--- config.mk ---
export PLATFORM = sky130hd
export DESIGN_NAME = volume_mute_and_calibration_tick_top
export DESIGN_NICKNAME = d
export VERILOG_FILES = /design/src/rtl/vmct_pkg.sv /design/src/rtl/volume_mute_and_calibration_tick_top.sv
export SDC_FILE = /design/constraint.sdc
export NUM_CORES = 1
export LEC_CHECK = 0
export BUFFER_PORTS_ARGS = -buffer_cell sky130_fd_sc_hd__buf_2
export CORE_ASPECT_RATIO = 1.2
export CORE_UTILIZATION = 50
export CTS_BUF_LIST = sky130_fd_sc_hd__clkbuf_8
export DETAILED_ROUTE_END_ITERATION = 10
export GPL_ROUTABILITY_DRIVEN = 0
export GPL_TIMING_DRIVEN = 0
export PLACE_DENSITY = 0.81
export REMOVE_ABC_BUFFERS = 1
export SLEW_MARGIN = 20
export SYNTH_ARGS = -nofsm -noshare
export SYNTH_HDL_FRONTEND = slang
export SYNTH_SLANG_ARGS = --single-unit
--- constraint.sdc ---
create_clock -name clk -period 3.1 [get_ports clk]
set_clock_uncertainty 0.05 [all_clocks]
set_input_delay 0.31 -clock clk [delete_from_list [all_inputs] [get_ports clk]]
set_output_delay 0.31 -clock clk [all_outputs]
set_load 0.02 [all_outputs]
--- src/rtl/vmct_pkg.sv ---
`default_nettype none

package vmct_pkg;

  // mute machine codes
  localparam logic [2:0] ST_MUTE         = 3'd0;
  localparam logic [2:0] ST_READY        = 3'd1;
  localparam logic [2:0] ST_LOUD         = 3'd2;
  localparam logic [2:0] ST_PREHEAR      = 3'd3;
  localparam logic [2:0] ST_PREHEAR_LOUD = 3'd4;

  // beep codes
  localparam logic [1:0] BEEP_NONE  = 2'd0;
  localparam logic [1:0] BEEP_START = 2'd1;
  localparam logic [1:0] BEEP_STEP  = 2'd2;
  localparam logic [1:0] BEEP_END   = 2'd3;

  // configuration register indexes
  localparam logic [2:0] CFG_AUTOMUTE_EN   = 3'd0;
  localparam logic [2:0] CFG_AUTOPREHEAR   = 3'd1;
  localparam logic [2:0] CFG_LOW_PITCH     = 3'd2;
  localparam logic [2:0] CFG_HIGH_PITCH    = 3'd3;
  localparam logic [2:0] CFG_PREHEAR_LOUD  = 3'd4;

  // port widths
  localparam int IN_TDATA_W  = 72;
  localparam int OUT_TDATA_W = 48;
  localparam int CFG_ADDR_W  = 3;
  localparam int CFG_DATA_W  = 23;

  // result field positions in m_tdata
  localparam int OUT_MUTE_LSB   = 0;
  localparam int OUT_BEEP_LSB   = 3;
  localparam int OUT_CAPV_BIT   = 5;
  localparam int OUT_CM_LSB     = 6;
  localparam int OUT_VALUE_LSB  = 11;
  localparam int OUT_SAVE_BIT   = 43;
  localparam int OUT_ACTIVE_BIT = 44;

  // sequencer defaults
  localparam int DEF_CAL_STEPS     = 20;
  localparam int DEF_START_DELAY   = 8000;
  localparam int DEF_START_BEEP_AT = 7000;
  localparam int DEF_STEP_DELAY    = 4000;
  localparam int DEF_END_DELAY     = 1000;

  // register reset values
  localparam logic [15:0] RST_LOW_PITCH    = 16'd328;
  localparam logic [15:0] RST_HIGH_PITCH   = 16'd32113;
  localparam logic [22:0] RST_PREHEAR_LOUD = 23'd100;

endpackage

`default_nettype wire

--- src/rtl/volume_mute_and_calibration_tick_top.sv ---
// volume mute and calibration tick block
// input stream: one transaction per millisecond tick or calibration start;
//   s_tuser is the command (0 tick, 1 start calibration), s_tdata carries
//   pitch frequency, signed raw volume and the oscillator mean period
// output stream: exactly one result transaction per input transaction,
//   in order, with mute state, beep code, captured entry, save pulse and
//   the calibration active flag
// the result is registered: it shows on m_tvalid in the cycle after the input
//   transaction is accepted
// throughput: one transaction per cycle while results are taken; the whole update
//   is one pass of compare and decrement logic into a single result register
// when the receiver stalls, the result register holds and s_tready drops
//   until the result is taken; s_tready is high in the cycle it is taken
// configuration: cfg_wen with cfg_addr and cfg_wdata writes one register
//   in a cycle; write only while no result is pending
// reset (rst, synchronous): mute state, sequencer idle, registers to their
//   defaults (auto-mute off, so the first tick forces loud), no result
//   pending
`default_nettype none

module volume_mute_and_calibration_tick_top #(
  parameter int CAL_STEPS     = vmct_pkg::DEF_CAL_STEPS,
  parameter int START_DELAY   = vmct_pkg::DEF_START_DELAY,
  parameter int START_BEEP_AT = vmct_pkg::DEF_START_BEEP_AT,
  parameter int STEP_DELAY    = vmct_pkg::DEF_STEP_DELAY,
  parameter int END_DELAY     = vmct_pkg::DEF_END_DELAY
) (
  input  wire logic                              clk,
  input  wire logic                              rst,
  input  wire logic                              s_tvalid,
  output logic                                   s_tready,
  // pitch_freq[15:0], volume_raw[39:16], mean_period[71:40]
  input  wire logic [vmct_pkg::IN_TDATA_W-1:0]   s_tdata,
  // cmd
  input  wire logic                              s_tuser,
  output logic                                   m_tvalid,
  input  wire logic                              m_tready,
  // mute_state[2:0], beep_code[4:3], capture_valid[5], capture_cm[10:6],
  // capture_value[42:11], save_and_unmute[43], calibration_active[44], zero
  output logic [vmct_pkg::OUT_TDATA_W-1:0]       m_tdata,
  input  wire logic                              cfg_wen,
  input  wire logic [vmct_pkg::CFG_ADDR_W-1:0]   cfg_addr,
  input  wire logic [vmct_pkg::CFG_DATA_W-1:0]   cfg_wdata
);
  import vmct_pkg::*;

  // configuration registers
  logic        automute_enable;
  logic        autoprehear_enable;
  logic [15:0] low_pitch_threshold;
  logic [15:0] high_pitch_threshold;
  logic [22:0] prehear_loud_threshold;

  // block state
  logic [2:0]         mute_fsm;
  logic [2:0]         mute_fsm_next;
  logic               cal_active;
  logic               cal_active_next;
  logic [13:0]        cal_delay;
  logic [13:0]        cal_delay_next;
  logic signed [5:0]  cal_step;
  logic signed [5:0]  cal_step_next;

  // result fields
  logic [1:0]  beep;
  logic        cap_valid;
  logic [4:0]  cap_cm;
  logic [31:0] cap_value;
  logic        save;

  // input fields
  logic               cmd;
  logic [15:0]        pitch;
  logic signed [23:0] vol;
  logic [31:0]        period;

  logic accept;
  logic above_low;
  logic below_low;
  logic above_high;
  logic vol_zero;
  logic vol_pos;
  logic vol_above_thr;
  logic [13:0]       delay_dec;
  logic signed [5:0] step_dec;

  assign cmd    = s_tuser;
  assign pitch  = s_tdata[15:0];
  assign vol    = s_tdata[39:16];
  assign period = s_tdata[71:40];

  assign s_tready = !m_tvalid || m_tready;
  assign accept   = s_tvalid && s_tready;

  // configuration writes
  always_ff @(posedge clk) begin
    if (rst) begin
      automute_enable        <= 1'b0;
      autoprehear_enable     <= 1'b0;
      low_pitch_threshold    <= RST_LOW_PITCH;
      high_pitch_threshold   <= RST_HIGH_PITCH;
      prehear_loud_threshold <= RST_PREHEAR_LOUD;
    end else if (cfg_wen) begin
      unique case (cfg_addr)
        CFG_AUTOMUTE_EN:  automute_enable        <= cfg_wdata[0];
        CFG_AUTOPREHEAR:  autoprehear_enable     <= cfg_wdata[0];
        CFG_LOW_PITCH:    low_pitch_threshold    <= cfg_wdata[15:0];
        CFG_HIGH_PITCH:   high_pitch_threshold   <= cfg_wdata[15:0];
        CFG_PREHEAR_LOUD: prehear_loud_threshold <= cfg_wdata;
        default: ;
      endcase
    end
  end

  // threshold compares
  assign above_low     = pitch > low_pitch_threshold;
  assign below_low     = pitch < low_pitch_threshold;
  assign above_high    = pitch > high_pitch_threshold;
  assign vol_zero      = vol == 24'sd0;
  assign vol_pos       = !vol[23] && !vol_zero;
  assign vol_above_thr = vol > $signed({1'b0, prehear_loud_threshold});

  // mute machine
  always_comb begin
    mute_fsm_next = mute_fsm;
    if (!automute_enable) begin
      mute_fsm_next = ST_LOUD;
    end else begin
      unique case (mute_fsm)
        ST_MUTE: begin
          if (above_low && vol_zero) mute_fsm_next = ST_READY;
        end
        ST_READY: begin
          if (above_high && vol_zero && autoprehear_enable) mute_fsm_next = ST_PREHEAR;
          if (above_low && vol_pos) mute_fsm_next = ST_LOUD;
        end
        ST_LOUD: begin
          if (below_low && vol_zero) mute_fsm_next = ST_MUTE;
        end
        ST_PREHEAR: begin
          if (above_low && vol_above_thr) mute_fsm_next = ST_PREHEAR_LOUD;
        end
        ST_PREHEAR_LOUD: begin
          if (above_low && vol_zero) mute_fsm_next = ST_LOUD;
        end
        default: ;
      endcase
    end
  end

  // calibration sequencer
  assign delay_dec = (cal_delay != 14'd0) ? cal_delay - 14'd1 : 14'd0;
  assign step_dec  = cal_step - 6'sd1;

  always_comb begin
    cal_active_next = cal_active;
    cal_delay_next  = cal_delay;
    cal_step_next   = cal_step;
    beep            = BEEP_NONE;
    cap_valid       = 1'b0;
    cap_cm          = 5'd0;
    cap_value       = 32'd0;
    save            = 1'b0;
    if (cal_active) begin
      cal_delay_next = delay_dec;
      if (delay_dec == 14'(START_BEEP_AT) && cal_step == 6'(CAL_STEPS)) beep = BEEP_START;
      if (delay_dec == 14'd0) begin
        cal_delay_next = 14'(STEP_DELAY);
        if (!cal_step[5]) begin
          cap_valid = 1'b1;
          cap_cm    = cal_step[4:0];
          cap_value = period;
        end
        cal_step_next = step_dec;
        if (!step_dec[5]) begin
          beep = BEEP_STEP;
        end else if (step_dec == -6'sd1) begin
          beep           = BEEP_END;
          cal_delay_next = 14'(END_DELAY);
        end else begin
          cal_step_next   = -6'sd2;
          cal_active_next = 1'b0;
          save            = 1'b1;
        end
      end
    end
  end

  // state update per accepted transaction
  always_ff @(posedge clk) begin
    if (rst) begin
      mute_fsm   <= ST_MUTE;
      cal_active <= 1'b0;
      cal_delay  <= 14'd0;
      cal_step   <= 6'sd0;
    end else if (accept) begin
      if (cmd) begin
        cal_active <= 1'b1;
        cal_delay  <= 14'(START_DELAY);
        cal_step   <= 6'(CAL_STEPS);
      end else begin
        mute_fsm   <= mute_fsm_next;
        cal_active <= cal_active_next;
        cal_delay  <= cal_delay_next;
        cal_step   <= cal_step_next;
      end
    end
  end

  // result register valid
  always_ff @(posedge clk) begin
    if (rst) begin
      m_tvalid <= 1'b0;
    end else if (accept) begin
      m_tvalid <= 1'b1;
    end else if (m_tready) begin
      m_tvalid <= 1'b0;
    end
  end

  // result register payload
  always_ff @(posedge clk) begin
    if (accept) begin
      if (cmd) begin
        m_tdata <= {3'd0, 1'b1, 1'b0, 32'd0, 5'd0, 1'b0, BEEP_NONE, mute_fsm};
      end else begin
        m_tdata <= {3'd0, cal_active_next, save, cap_value, cap_cm, cap_valid, beep,
                    mute_fsm_next};
      end
    end
  end

endmodule

`default_nettype wire

==> run metrics, run 1 <==
total gr overflow 0; share of cells above drive strength 1 0.275; CP startpoint kind flip-flop; Final Max Tran Viols 0; GRT Resource Usage Total 0.266; Finish-stage setup viols 43; Die Height 131 um; level count of the clock H-tree 4; R2R depth 9; CP Max Fanout 6; actual slew at the worst max-slew pin 1.05 ns; RSZ-0062 raised after global routing true; kind of critical path flip-flop to flip-flop; EDFF count, synth 45; Root Driver clkbuf_8; library cells used by synthesis 60; Achievable Freq 0.311 GHz; class of the worst hold path primary input to flip-flop; CTS tree done; Via Count 6402; Max-Cap Viols 0; status finished, violations left; post-route setup slack -0.114 ns; power per standard cell area 467 nW/um2; DP Wirelength 12.3 mm; hold_ws 0.0558 ns; Syn-to-layout area delta 23.8%; # DRC 0; Leak Pwr 3.54 nW; Worst EP required 3.29 ns; vias in the first global route 6156; Hold Vio Cnt, Final 0; cts hold-fix bufs 0; flops & latches, synth 127; Row Count 46; DR iter-0 viols 315; Total Power 4.01 mW; Inserted Clock Buffers 17; mean post-synth cell area 8.82 um2; setup TNS -3.21 ns; Fillers 1134; relative slew slack 0.296; initial core utilization 0.520; DRT antenna net count 0; WL/cell 16.5 um; io pins 154; drt first pass iters 5; total core area 13400 um2; clk slew on worst S/H paths 0.08 ns; Final period util 1.04; Peak VDD IR 0.300 mV; sequential share of the synthesized area 0.431; Die Width 110 um; Placed Instance Area 7730 um2; Worst setup EP type flip-flop; final net count 1108; number of I/O port buffers 150; Final Instance Area 8590 um2; cell area after synthesis 6940 um2; global-route wire length before repair 29.2 mm; Max Buffers Root-to-Sink 2; largest net degree at the start of global routing 59; number of vias per cell 5.68; initial antenna violation count 0; Post-synth top flop dfxtp_1; WP data arrival 3.40 ns; Die ar. 14400 um2; failing checks negative setup slack; Post-Syn Instances 787; synth warn 0; Hold Path Cell Cnt 3; clk sinks 127; clk_lat worst skew 0.44 ns; final WL 18.6 mm; fraction of registers with async set/reset 0; min Tclk post-route 3.21 ns
-- sequential cells by signal, indices dropped and copies added (netlist names) --
signal and flops:
cal_step 6, autoprehear_enable 1, mute_fsm 3, low_pitch_threshold 16, high_pitch_threshold 16, cal_active 1, cal_delay 14, prehear_loud_threshold 23
m_tvalid 1, automute_enable 1, m_tdata 45
-- synthesized netlist by cell type, types with 4 or more instances --
library cell / instances / area [um2]
dfxtp_1: 82 / 1640
and2_1: 36 / 225
a31oi_1: 10 / 62.6
a2111oi_0: 4 / 35.0
nor3_1: 18 / 90.1
or4_1: 8 / 60.1
nor2_1: 33 / 124
or3_1: 11 / 68.8
nand4_1: 14 / 87.6
mux2i_1: 5 / 50.1
a211oi_1: 4 / 30.0
edfxtp_1: 45 / 1350
buf_6: 5 / 56.3
nand2_1: 118 / 443
o211ai_1: 19 / 143
nor2b_1: 11 / 68.8
clkbuf_1: 28 / 105
a21oi_1: 82 / 410
ha_1: 58 / 726
o21ai_0: 22 / 110
inv_1: 69 / 259
nor4_1: 18 / 113
a31o_2: 4 / 35.0
xnor2_1: 4 / 35.0
nand3_1: 12 / 60.1
a21o_1: 5 / 37.5
xor2_1: 4 / 35.0
-- report_power, final --
group          internal (mW)  switching, mW  total (mW)
Sequential              1.78         0.0415        1.82
Clock                  0.809          0.720        1.53
Combinational          0.279          0.381       0.661
-- metrics by stage --
stage	setup WS, ns	instances	utilization
after detailed placement	-1.45	1067	0.579
final	-0.114	1128	0.643
after floorplan	-0.566	748	-
after global routing	-0.269	1127	0.643
after global placement	-1.39	1066	0.577
after CTS	0.00509	1123	0.631
-- cells in the final DEF, fill, tap and decap left out, types with 10 or more instances in the layout --
cell type / synthesis / layout
nor4_1: 18 / 13
and2_1: 36 / 29
nor3_1: 18 / 16
buf_4: 3 / 21
buf_2: 3 / 149
o21ai_0: 22 / 21
dfxtp_1: 82 / 76
a31oi_1: 10 / 10
nand2_1: 118 / 118
nor2b_1: 11 / 11
clkbuf_8: 0 / 17
nor2_1: 33 / 31
inv_1: 69 / 67
or3_1: 11 / 10
nand4_1: 14 / 14
edfxtp_1: 45 / 45
ha_1: 58 / 57
a21oi_1: 82 / 82
o211ai_1: 19 / 19
nand3_1: 12 / 12
-- critical path: stages, from the launching register on --
cell and delay, ns:
dfxtp_4 0.38, inv_4 0.06, ha_4 0.15, or4b_4 0.52, nor3_4 0.18, mux2i_2 0.31
nand4_1 0.21, or4_4 0.68, buf_4 0.20, nor4_1 0.28
-- repair_timing --
item,in CTS,in global routing
gates cloned,3,0
setup buffers,21,4
endpoints found under the setup margin,61,58
endpoints found under the hold margin,0,0
gates resized for setup,24,33
pin swaps,9,11
-- kinds of logic after synthesis --
family          after synthesis  share of synthesized area
simple gates                302                      0.223
fa+ha+maj                    58                      0.105
mux                           6                    0.00920
compound gates              175                      0.154
buf+inv                     110                     0.0671
xor+xnor                      8                     0.0101
other cells                   1                   0.000540
flops                       127                      0.431
-- routing by layer --
metal  up-vias  track usage  share of wire
li1       3115            -              -
met1      2960        0.303           0.39
met2       263        0.463           0.50
met3        64       0.0568          0.065
met4         0        0.146          0.039
met5         -            0              0
-- worst paths after layout --
path                              from                         end  slack (ns)
max reg2reg               cal_delay[1]                  m_tdata[7]       -0.11
min                      cfg_wdata[19]  prehear_loud_threshold[19]        0.06
max                       cal_delay[1]                  m_tdata[7]       -0.11
min reg2reg  prehear_loud_threshold[9]   prehear_loud_threshold[9]        0.41
-- area by class of cell --
class	count	area [um2]	area share
Tap cell	168	210	0.0245
Antenna cell	1	2.50	0.000291
Clock buffer	17	234	0.0272
Multi-Input combinational cell	554	3680	0.429
Sequential cell	127	3010	0.350
Clock inverter	15	185	0.0216
Timing Repair Buffer	177	1010	0.117
Inverter	69	262	0.0304
No activity file was read; power rests on OpenSTA's default activity.
==> run 2, diff against run 1 <==
- CORE_ASPECT_RATIO: 1.2 -> default
==> run 2 against run 1 <==
Compared with the run above: the flow still finishes with violations (negative setup slack); utilization rose by 0.24 points; clock power fell by 5%; wire length down 1.1%; critical path depth unchanged; non-clock buffer count up 7; register-to-register slack about the same; combinational power is 2% higher; highest routed layer unchanged.
==> run metrics, run 2 (synthesis gave the netlist of run 1 again) <==
class of the worst hold path primary input to flip-flop; Leak Pwr 3.59 nW (+1.4%); area of the multi-input gates 3700 um2 (+0.34%); failing checks negative setup slack; level count of the clock H-tree 4 (unchanged); global-route wire length before repair 29.2 mm (+0.21%); DR iter-0 viols 394 (+25%); Row Count 42 (-8.7%); clk sinks 127 (unchanged); initial antenna violation count 0 (unchanged); CP cell instances or4_4, nor3_2, mux2i_2, nand4_1, or4_4, buf_6, nor3_4, buf_6, and2_4; biggest regs m_tdata x45, prehear_loud_threshold x23; GRT Resource Usage Total 0.260 (-0.00650); RSZ-0062 raised after global routing true; share of cells above drive strength 1 0.278 (+0.00318); met1 Track Usage GR 0.316 (+0.0131); Achievable Freq 0.311 GHz (-0.20%); number of vias per cell 5.66 (-0.27%); commonest cells after routing, fill and taps aside buf_2 (149), nand2_1 (117), a21oi_1 (82); clk_lat worst skew 0.44 ns (about the same); number of I/O port buffers 150 (unchanged); busiest grt layer met2; DP Wirelength 12.1 mm (-1.8%); Final Max Tran Viols 0 (unchanged); met2 usage 0.435 (-0.0286); most common cell after layout, fill and taps aside buf_2; final net count 1115 (+0.63%); drt first pass iters 5 (unchanged); WL/cell 16.1 um (-2.3%); min Tclk post-route 3.22 ns (+0.00655 ns); clk slew on worst S/H paths 0.07 ns (about the same); Max Buffers Root-to-Sink 2 (unchanged); Die ar. 14400 um2 (about the same); Max-Cap Viols 0 (unchanged); flip-flop count of the largest register after layout 45 (unchanged); # DRC 0 (unchanged); Storage cell area 3010 um2 (+0.17%); vias in the first global route 6137 (-0.31%); setup TNS -1.88 ns (+1.33 ns); Inserted Clock Buffers 17 (unchanged); total gr overflow 0 (unchanged); kind of critical path flip-flop to flip-flop; M3 GR Usage 0.0613 (+0.00447); post-route setup slack -0.121 ns (-0.00655 ns); Die Height 120 um (-8.6%); Root Driver clkbuf_8; WP data arrival 3.49 ns (+0.09 ns); most flop-heavy register m_tdata; Worst EP required 3.37 ns (+0.08 ns); largest net degree at the start of global routing 59 (unchanged); CP max stage cell or4_4; actual slew at the worst max-slew pin 1.07 ns (+0.0185 ns); Hold Vio Cnt, Final 0 (unchanged); final WL 18.4 mm (-1.1%); Syn-to-layout area delta 24.7%; R2R setup slack -0.12 ns (about the same); io pins 154 (unchanged); Finish-stage setup viols 20 (-53%); DRT antenna net count 0 (unchanged); Die Width 120 um (+9.4%); total core area 13400 um2 (+0.36%); Worst setup EP type flip-flop; status finished, violations left; antenna cell count 0 (-1); Fillers 1115 (-1.7%); cts hold-fix bufs 0 (unchanged); hold_ws 0.0580 ns (+0.00220 ns); CP Max Fanout 8 (+2); Via Count 6464 (+0.97%); CTS tree done; Util after Layout 0.646 (+0.00238); slowest cell delay on critical path 0.62 ns (-0.06 ns); power per standard cell area 458 nW/um2 (-1.9%); CP startpoint kind flip-flop; Final period util 1.04 (+0.00211); initial core utilization 0.518 (-0.00184); Peak VDD IR 0.283 mV (-5.7%); relative slew slack 0.284 (-0.0124)
## run 2: through the flow
step | area [um2] | total power, mW | cells | setup slack [ns]
floorplan | 6740 | 2.19 | 748 | -0.566
global placement | 7710 | 2.38 | 1074 | -1.40
detailed placement | 7730 | 2.40 | 1075 | -1.44
CTS | 8520 | 3.92 | 1136 | 0.00286
global route | 8650 | 4.13 | 1142 | -0.196
finish | 8650 | 3.96 | 1142 | -0.121
## run 2: power breakdown
part	internal, mW	switching [mW]	total, mW
Combinational	0.284	0.392	0.676
Sequential	1.78	0.0408	1.82
Clock	0.839	0.625	1.46
Total	2.90	1.06	3.96
## run 2: worst paths after layout
path	start	to	cells past startpoint
setup / recovery	cal_delay[2]	m_tdata[9]	9
hold / removal	cfg_wdata[18]	prehear_loud_threshold[18]	3
setup reg to reg	cal_delay[2]	m_tdata[9]	9
hold reg to reg	low_pitch_threshold[10]	low_pitch_threshold[10]	2
## run 2: routing by layer
metal / routed length, um / vias up
met5: 0 / -
met4: 530 / 0
met3: 1270 / 49
met2: 8610 / 304
met1: 7960 / 2979
li1: - / 3132
## run 2: layout make-up
type / instances / area share
Clock buffer: 20 / 0.0318
Clock inverter: 12 / 0.0150
Inverter: 69 / 0.0305
Multi-Input combinational cell: 554 / 0.427
Sequential cell: 127 / 0.348
Tap cell: 176 / 0.0254
Timing Repair Buffer: 184 / 0.122
## run 2: critical path: cells and delay by family (launching register included)
kind / cells / cell delay (ns)
mux: 1 / 0.37
buf+inv: 2 / 0.34
simple gates: 6 / 1.97
flops: 1 / 0.37
## run 2: what timing repair did
action                     4_1_cts  5_1_grt
cloned                           3        0
setup endpoints to repair       60       59
pin swaps                       10       13
resized for setup               31       34
setup buffers                   26        8
==> run 3, diff against run 2 <==
- CORE_UTILIZATION: 50 -> 45
- PLACE_DENSITY: 0.81 -> 0.75
==> run 3 against run 2 <==
Compared with the run above: worst hold slack worse by 0.0031 ns; count of clock-buffer cells in the layout down 3; worst setup slack better by 0.057 ns; largest power group unchanged; the flow still finishes with violations (negative setup slack); flip-flop and latch count unchanged; sequential share of layout area about the same; highest routed layer is now met5.
==> run metrics, run 3 (synthesis gave the netlist of run 1 again) <==
Die ar. 15900 um2 (+11%); # DRC 0 (unchanged); crit path buf inv count 2 (unchanged); clk slew on worst S/H paths 0.08 ns (about the same); Final period util 1.02 (-0.0185); Min-Delay Startpoint cfg_wdata[16]; Die Width 126 um (+5.3%); Worst R2R Start cal_delay[0]; CTS tree done; total core area 15100 um2 (+13%); Total Power 3.98 mW (+0.48%); initial core utilization 0.458 (-0.0597); DR iter-0 viols 390 (-1.0%); Leak Pwr 3.53 nW (-1.6%); initial antenna violation count 2 (+2); Inserted Clock Buffers 17 (unchanged); io pins 154 (unchanged); CP Max Fanout 7 (-1); power per standard cell area 461 nW/um2 (+0.67%); Worst setup EP type flip-flop; Hold Vio Cnt, Final 0 (unchanged); total gr overflow 0 (unchanged); Final Max Tran Viols 0 (unchanged); relative slew slack 0.289 (+0.00577); failing checks negative setup slack; commonest cells after routing, fill and taps aside buf_2 (149), nand2_1 (117), a21oi_1 (82); drt first pass iters 5 (unchanged); Hold Path Cell Cnt 3 (unchanged); delay-heaviest family, CP simple AND/OR/NAND/NOR gates; CP max stage cell or4_4; number of vias per cell 5.53 (-2.3%); Via Count 6356 (-1.7%); level count of the clock H-tree 4 (unchanged); Gate power share 0.165 (-0.006); Row Count 45 (+7.1%); clk sinks 127 (unchanged); hold path endpoint prehear_loud_threshold[16]; clk_lat worst skew 0.44 ns (about the same); clock share of power 0.377 (+0.007); most common cell after layout, fill and taps aside buf_2; Syn-to-layout area delta 24.5%; largest net degree at the start of global routing 59 (unchanged); Finish-stage setup viols 39 (+95%); share of cells above drive strength 1 0.271 (-0.00763); Worst EP required 3.36 ns (about the same); final net count 1109 (-0.54%); slowest cell delay on critical path 0.63 ns (about the same); CP startpoint kind flip-flop; GRT Resource Usage Total 0.230 (-0.0301); actual slew at the worst max-slew pin 1.06 ns (-0.00865 ns); status finished, violations left; Max-Cap Viols 0 (unchanged); global-route wire length before repair 28.7 mm (-1.9%); Storage cell area 3010 um2 (about the same); power share of the sequential group 0.457 (-0.003); area of the multi-input gates 3710 um2 (+0.30%); Switching Fraction 0.267 (about the same); setup TNS -1.28 ns (+0.593 ns); Achievable Freq 0.316 GHz (+1.8%); kind of critical path flip-flop to flip-flop; min Tclk post-route 3.16 ns (-0.0573 ns); Fillers 1360 (+22%); final WL 17.9 mm (-2.7%); DRT antenna net count 0 (unchanged); cell mode on critical path or4_4; Die Height 126 um (+5.3%); number of I/O port buffers 150 (unchanged); flip-flop count of the largest register after layout 45 (unchanged); Crit Reg-Reg Endpoint m_tdata[40]; Root Driver clkbuf_8; CP cell instances inv_2, ha_4, or4b_4, or4_4, mux2i_4, nand2_2, or4_4, nor3_4, buf_6, and2_4; vias in the first global route 5930 (-3.4%); R2R setup slack -0.06 ns (+0.06 ns); most flop-heavy register m_tdata; WL/cell 15.6 um (-3.3%); class of the worst hold path primary input to flip-flop; DP Wirelength 12.1 mm (-0.15%); biggest regs m_tdata x45, prehear_loud_threshold x23; RSZ-0062 raised after global routing true; post-route setup slack -0.0632 ns (+0.0573 ns); Max Buffers Root-to-Sink 2 (unchanged); R2R depth 10 (+1); Switching Power 1.06 mW (+0.44%); internal power 2.92 mW (+0.49%); Peak VDD IR 0.267 mV (-5.4%); WP data arrival 3.42 ns (-0.07 ns)
-- run 3: cell type report --
type,instances,share of cell area
inverter,69,0.0303
sequential,127,0.348
clock buffer,17,0.0271
clock inverter,15,0.0204
tap,188,0.0272
antenna,1,0.000290
multi-input combinational,554,0.429
timing repair buffer,178,0.117
-- run 3: how the worst max path moves through the flow --
stage | startpoint | to | cells past startpoint
2_1_floorplan | cal_delay[0] | m_tdata[11] | 9
3_3_place_gp | cal_delay[0] | m_tdata[15] | 9
3_5_place_dp | cal_delay[0] | m_tdata[22] | 9
4_1_cts | cal_delay[1] | m_tdata[13] | 10
5_1_grt | cal_delay[0] | m_tdata[17] | 10
6_report | cal_delay[0] | m_tdata[40] | 10
-- run 3: power by group through the flow --
stage | logic, mW | registers, mW | clock network (mW)
after global placement | 0.531 | 1.86 | 0
after global routing | 0.721 | 1.83 | 1.61
after detailed placement | 0.546 | 1.86 | 0
final | 0.658 | 1.82 | 1.50
after floorplan | 0.300 | 1.89 | 0
after CTS | 0.613 | 1.82 | 1.53
-- run 3: worst min-delay path, stage by stage --
cell,delay (ns)
buf_2,0.09
nand2_1,0.04
a21oi_1,0.05
-- run 3: through the flow --
step / hold slack (ns) / cell area (um2) / setup slack [ns] / utilization / cells
after floorplan: 0.329 / 6740 / -0.566 / - / 748
after global placement: 0.393 / 7730 / -1.47 / 0.510 / 1086
after detailed placement: 0.397 / 7760 / -1.51 / 0.512 / 1087
after CTS: 0.0260 / 8450 / 0.00318 / 0.558 / 1143
after global routing: 0.0332 / 8640 / -0.143 / 0.570 / 1148
final: 0.0549 / 8640 / -0.0632 / 0.570 / 1149
-- run 3: layer usage --
metal  wire length, um  global-route usage
met3              1200              0.0552
met2              8570               0.387
met4               331              0.0985
met1              7770               0.279
met5                 8                   0
-- run 3: what timing repair did --
action,CTS,global route
setup buffers,21,5
gates cloned,3,0
hold buffers,0,0
endpoints found under the setup margin,60,54
pin swaps,9,16
gates resized for setup,24,36
hold endpoints to repair,0,0
